===== src/lif_pkg.sv =====
// Shared types, codes and q15 helpers for the leaky integrate-and-fire layer.
// Used by the controller, the datapath, the top level and the checker.
package lif_pkg;

   localparam int MASK_W      = 16;
   localparam int DATA_W      = 16;
   localparam int COUNT_W     = 5;
   localparam int KIND_W      = 2;
   localparam int ADDR_W      = 8;
   localparam int CSR_INDEX_W = 3;

   typedef enum logic [KIND_W-1:0] {
      KIND_FF_WRITE  = 2'd0,
      KIND_REC_WRITE = 2'd1,
      KIND_TIMESTEP  = 2'd2,
      KIND_CLEAR     = 2'd3
   } lif_kind_type;

   localparam logic [CSR_INDEX_W-1:0] REG_THRESHOLD  = 3'd0;
   localparam logic [CSR_INDEX_W-1:0] REG_DECAY      = 3'd1;
   localparam logic [CSR_INDEX_W-1:0] REG_REST       = 3'd2;
   localparam logic [CSR_INDEX_W-1:0] REG_INPUTS     = 3'd3;
   localparam logic [CSR_INDEX_W-1:0] REG_NEURONS    = 3'd4;
   localparam logic [CSR_INDEX_W-1:0] REG_SUBTRACT   = 3'd5;
   localparam logic [CSR_INDEX_W-1:0] REG_ONE_TO_ONE = 3'd6;
   localparam logic [CSR_INDEX_W-1:0] REG_RECURRENT  = 3'd7;

   localparam logic signed [DATA_W-1:0] THRESHOLD_RESET = 16'sd546;
   localparam logic signed [DATA_W-1:0] DECAY_RESET     = 16'sd26214;
   localparam logic signed [DATA_W-1:0] REST_RESET      = 16'sd0;
   localparam logic [COUNT_W-1:0]       INPUTS_RESET    = 5'd3;
   localparam logic [COUNT_W-1:0]       NEURONS_RESET   = 5'd5;

   // Commands from the controller to the datapath.
   typedef struct packed {
      logic accept;
      logic start;
      logic neuron_first;
      logic input_step;
      logic rec_add;
      logic mul_stage;
      logic write_back;
      logic load_result;
   } lif_cmd_type;

   // Loop status from the datapath to the controller.
   typedef struct packed {
      logic nn_zero;
      logic ni_zero;
      logic last_input;
      logic last_neuron;
   } lif_status_type;

   function automatic logic signed [DATA_W-1:0] sat17(input logic signed [DATA_W:0] v);
      logic signed [DATA_W-1:0] r;
      if (v[DATA_W] != v[DATA_W-1]) begin
         r = v[DATA_W] ? 16'sh8000 : 16'sh7FFF;
      end else begin
         r = v[DATA_W-1:0];
      end
      return r;
   endfunction

   function automatic logic signed [DATA_W-1:0] add_sat(input logic signed [DATA_W-1:0] a,
                                                        input logic signed [DATA_W-1:0] b);
      logic signed [DATA_W:0] s;
      s = {a[DATA_W-1], a} + {b[DATA_W-1], b};
      return sat17(s);
   endfunction

   function automatic logic signed [DATA_W-1:0] sub_sat(input logic signed [DATA_W-1:0] a,
                                                        input logic signed [DATA_W-1:0] b);
      logic signed [DATA_W:0] s;
      s = {a[DATA_W-1], a} - {b[DATA_W-1], b};
      return sat17(s);
   endfunction

endpackage


===== src/lif_ctrl.sv =====
// Sequencer for the layer: walks neurons and input lines and drives the datapath.
// Depends on lif_pkg for the command and status structs and the item kinds.
module lif_ctrl
   import lif_pkg::*;
(
   input  logic                clock,
   input  logic                reset,
   input  logic                req_valid,
   input  logic [KIND_W-1:0]   req_kind,
   output logic                req_stall,
   output logic                rsp_valid,
   input  logic                rsp_stall,
   input  lif_status_type      status,
   output lif_cmd_type         cmd
);

   typedef enum logic [7:0] {
      ST_IDLE   = 8'b0000_0001,
      ST_NEURON = 8'b0000_0010,
      ST_ACCUM  = 8'b0000_0100,
      ST_DRAIN  = 8'b0000_1000,
      ST_RECUR  = 8'b0001_0000,
      ST_MUL    = 8'b0010_0000,
      ST_WRITE  = 8'b0100_0000,
      ST_RESULT = 8'b1000_0000
   } lif_state_type;

   lif_state_type state_ff, state_in;
   logic          rsp_valid_ff, rsp_valid_in;

   assign req_stall = (state_ff != ST_IDLE);
   assign rsp_valid = rsp_valid_ff;

   always_comb begin
      cmd          = '0;
      state_in     = state_ff;
      rsp_valid_in = rsp_valid_ff && rsp_stall;
      case (state_ff)
         ST_IDLE: begin
            cmd.accept = req_valid;
            if (req_valid && (req_kind == KIND_TIMESTEP)) begin
               cmd.start = 1'b1;
               state_in  = status.nn_zero ? ST_RESULT : ST_NEURON;
            end
         end
         ST_NEURON: begin
            cmd.neuron_first = 1'b1;
            state_in         = status.ni_zero ? ST_RECUR : ST_ACCUM;
         end
         ST_ACCUM: begin
            cmd.input_step = 1'b1;
            if (status.last_input) begin
               state_in = ST_DRAIN;
            end
         end
         ST_DRAIN: begin
            // The last weight read lands in the accumulator here.
            state_in = ST_RECUR;
         end
         ST_RECUR: begin
            cmd.rec_add = 1'b1;
            state_in    = ST_MUL;
         end
         ST_MUL: begin
            cmd.mul_stage = 1'b1;
            state_in      = ST_WRITE;
         end
         ST_WRITE: begin
            cmd.write_back = 1'b1;
            state_in       = status.last_neuron ? ST_RESULT : ST_NEURON;
         end
         ST_RESULT: begin
            if (!rsp_valid_ff || !rsp_stall) begin
               cmd.load_result = 1'b1;
               rsp_valid_in    = 1'b1;
               state_in        = ST_IDLE;
            end
         end
         default: begin
            state_in = ST_IDLE;
         end
      endcase
   end

   always_ff @(posedge clock) begin
      if (reset) begin
         state_ff     <= ST_IDLE;
         rsp_valid_ff <= 1'b0;
      end else begin
         state_ff     <= state_in;
         rsp_valid_ff <= rsp_valid_in;
      end
   end

endmodule


===== config.mk =====
export PLATFORM = sky130hd
export DESIGN_NAME = lif_ctrl
export DESIGN_NICKNAME = d
export VERILOG_FILES = /design/src/lif_pkg.sv /design/src/lif_ctrl.sv
export SDC_FILE = /design/constraint.sdc
export NUM_CORES = 1
export LEC_CHECK = 0
export ABC_AREA = 1
export BUFFER_PORTS_ARGS = -buffer_cell sky130_fd_sc_hd__buf_2
export CAP_MARGIN = 10
export CORE_MARGIN = 2
export CORE_UTILIZATION = 40
export CTS_BUF_LIST = sky130_fd_sc_hd__clkbuf_8
export CTS_CLUSTER_DIAMETER = 100
export DETAILED_ROUTE_END_ITERATION = 10
export PLACE_DENSITY = 0.73
export SLEW_MARGIN = 40
export SYNTH_ARGS = -nofsm -noshare
export SYNTH_HDL_FRONTEND = slang
export SYNTH_SLANG_ARGS = --single-unit

===== constraint.sdc =====
create_clock -name clock -period 2 [get_ports clock]
set_input_delay 0.6 -clock clock [delete_from_list [all_inputs] [get_ports clock]]
set_output_delay 0.6 -clock clock [all_outputs]
set_load 0.005 [all_outputs]

==> flow_summary_export.csv <==
group,metric,value,unit
pwr,p_sw,384.8,uW
pwr,peakVddDrop,0.6498,mV
clock_network,cts_buffer_depth,2,
job,maxCapViolCount,0,
floorplan,row_count,14,
pwr,p_int,512.0,uW
logic_synthesis,ys_ff_latch,9,
worst_setup_path,worst-endpoint-arrival,1300,ps
cells_and_area,final_nets,125,
sta,hold_slack,481.6,ps
clock_network,clkLatencyLatePin,240,ps
cells_and_area,num_antenna_cells,0,
sta,hold_violations,0,
global_routing,grt_antenna_before_repair,0,
sta,rsz0062_at_grt,"false",
run_status,outcome,"finished, final reports clean",
sta,tightest_slew,218.7,ps
pwr,pwr-share-seq,0.266,
logic_synthesis,synth_nets,102,
worst_setup_path,crit_start,"state_ff[0]$_SDFFE_PP1P_",
logic_synthesis,synth_area,670.6,um^2
placed_design,place_inst,126,
clock_network,post-cts-setup-buffers,0,
floorplan,fp.dieH,44.95,um
sta,setup_viol,0,
detailed_routing,drtPass1Iterations,4,
detailed_routing,ant_nets,0,
pwr,switching_share,0.4291,
logic_synthesis,syn_avg_cell_area,7.290,um^2
clock_network,cts_resized,0,
sta,fin_crit_sh,0.9484,
sta,finalMaxSlewViolations,0,
clock_network,clockRootBuffer,"clkbuf_8",
placed_design,port_buffers,19,
logic_synthesis,yosysSeqAreaShare,0.2687,
sta,fin_skew,3.974,ps
floorplan,die-area,2020,um^2
global_routing,grt.total_usage,0.1609,
logic_synthesis,yosys_warnings,0,
detailed_routing,vias,618,
logic_synthesis,syn_inst,92,
clock_network,cts.sinks,9,
detailed_routing,drt_iter0_markers,10,
pwr,p_leak,0.0004331,uW
logic_synthesis,synthDistinctLibCells,22,
floorplan,initial_core_util,0.4351,
floorplan,dieWidth,44.95,um
floorplan,core-area,1541,um^2
detailed_routing,drc,0,
cells_and_area,drive_above_1_share,0.4035,
detailed_routing,wire_per_inst,10.66,um
worst_setup_path,critPathCaptureType,"output port",
worst_hold_path,min_path_type,"register to register",
global_routing,grt.overflow.total,0,
cells_and_area,syn2layout_area_growth,23.32,%
placed_design,globalplace.congestion,0.7831,
floorplan,ios,20,
clock_network,numCtsBuffers,3,
worst_setup_path,worstPathMaxFanout,5,
worst_setup_path,rrSetupSlack,780,ps
worst_setup_path,reg2reg_from,"state_ff[0]$_SDFFE_PP1P_",
detailed_routing,via_per_inst,4.754,
pwr,p_clk_frac,0.237,
clock_network,postCtsHoldBufs,0,
pwr,comb_power_share,0.497,
sta,fmaxAchievable,0.5272,GHz
worst_setup_path,required,1400,ps
detailed_routing,wl,1.386,mm
pwr,powerDensity,1084,nW/um^2
sta,tns,0,ps
clock_network,path_clk_slew,50,ps
global_routing,first_global_vias,546,
sta,fin_crit,1897,ps
worst_setup_path,path_class,"register to output port",
clock_network,cts_htree_levels,1,
worst_hold_path,hold_path_startpoint,"rsp_valid$_SDFF_PP0_",
placed_design,hpwl,1.192,mm
clock_network,tritoncts,"done",
sta,slew_headroom,0.8540,
cells_and_area,instances_no_fill,130,
worst_setup_path,start_kind,"register",
global_routing,grt_pass1_wl,2.290,mm
cells_and_area,fin_util,0.5365,
global_routing,grt_max_degree,9,
-- cell type report --
cell class	count	area (um^2)
fill	155	714.4
multi-input combinational	64	414.1
sequential	9	180.2
timing repair buffer	19	95.09
inverter	18	72.57
clock buffer	3	41.29
tap	16	20.02
clock inverter	1	3.754
-- path summary, 6_finish.rpt --
kind,end,depth (start not counted)
setup / recovery,cmd[6],5
hold / removal,rsp_valid$_SDFF_PP0_,2
setup reg to reg,state_ff[0]$_SDFFE_PP1P_,7
hold reg to reg,rsp_valid$_SDFF_PP0_,2
-- critical path: stages, from the launching register on --
cell and delay, ps:
dfxtp_1 400, nand2_1 120, nor2_4 150, nand2_2 110
nor4_2 130, buf_2 150
-- flip-flops by register name (all words and copies together), names as in the netlist --
register and count:
rsp_valid 1, state_ff 8
-- cell usage after synthesis --
| library cell | number | share of area |
|---|---|---|
| nor2_4 | 7 | 0.12 |
| dfxtp_1 | 9 | 0.27 |
| nor2_1 | 16 | 0.090 |
| inv_1 | 14 | 0.078 |
| inv_6 | 1 | 0.013 |
| nand2_2 | 1 | 0.0093 |
| nand2_4 | 2 | 0.034 |
| nand3b_4 | 1 | 0.030 |
| a21oi_1 | 2 | 0.015 |
| or2_1 | 1 | 0.0093 |
| nor4_1 | 1 | 0.0093 |
| a21oi_2 | 1 | 0.013 |
| nand2_1 | 18 | 0.10 |
| inv_2 | 3 | 0.017 |
| nor3b_2 | 2 | 0.037 |
| clkdlybuf4s18_2 | 1 | 0.015 |
| nor3_1 | 2 | 0.015 |
| nand3_2 | 2 | 0.030 |
| nand3_4 | 2 | 0.052 |
| o21ai_1 | 1 | 0.0075 |
| nor2_2 | 1 | 0.0093 |
| nand3_1 | 4 | 0.030 |
-- cells by family (layout without fill, tap and decap cells) --
group           Yosys count  after routing  synth area share
simple gates             60             60            0.5728
buf+inv                  19             41            0.1231
compound gates            4              4           0.03544
flops                     9              9            0.2687
-- power groups by stage --
| stage | Combinational (uW) | Sequential [uW] | Clock, uW |
|---|---|---|---|
| 2_1_floorplan | 353 | 236 | 0 |
| 3_3_place_gp | 437 | 239 | 0 |
| 3_5_place_dp | 445 | 241 | 0 |
| 4_1_cts | 445 | 237 | 218 |
| 5_1_grt | 493 | 241 | 227 |
| 6_report | 446 | 238 | 213 |
-- cells in the final DEF (no fill, tap or decap), drive strengths merged --
| master | Yosys | final |
|---|---|---|
| or2 | 1 | 1 |
| nor3 | 2 | 2 |
| nor2 | 24 | 24 |
| nand3b | 1 | 1 |
| clkbuf | 0 | 3 |
| nor3b | 2 | 2 |
| nand3 | 8 | 8 |
| nor4 | 1 | 1 |
| o21ai | 1 | 1 |
| a21oi | 3 | 3 |
| buf | 0 | 19 |
| dfxtp | 9 | 9 |
| inv | 18 | 19 |
| nand2 | 21 | 21 |
-- per-layer routing --
| metal | up-vias | GRT usage | part of all wire |
|---|---|---|---|
| met1 | 274 | 0.1990 | 0.43 |
| met2 | 14 | 0.2486 | 0.49 |
| li1 | 325 | - | - |
| met4 | 0 | 0.1059 | 0.023 |
| met3 | 5 | 0.03600 | 0.050 |
| met5 | - | 0 | 0 |
-- stage by stage --
step / area [um^2] / power (uW) / worst slack (ps)
floorplan: 670.6 / 589.1 / 468.7
global placement: 775.7 / 676.0 / 318.2
detailed placement: 775.7 / 686.1 / 292.3
CTS: 820.8 / 900.6 / 69.30
global route: 827.0 / 961.1 / 15.89
finish: 827.0 / 896.7 / 103.2
No activity file was read; power rests on OpenSTA's default activity.
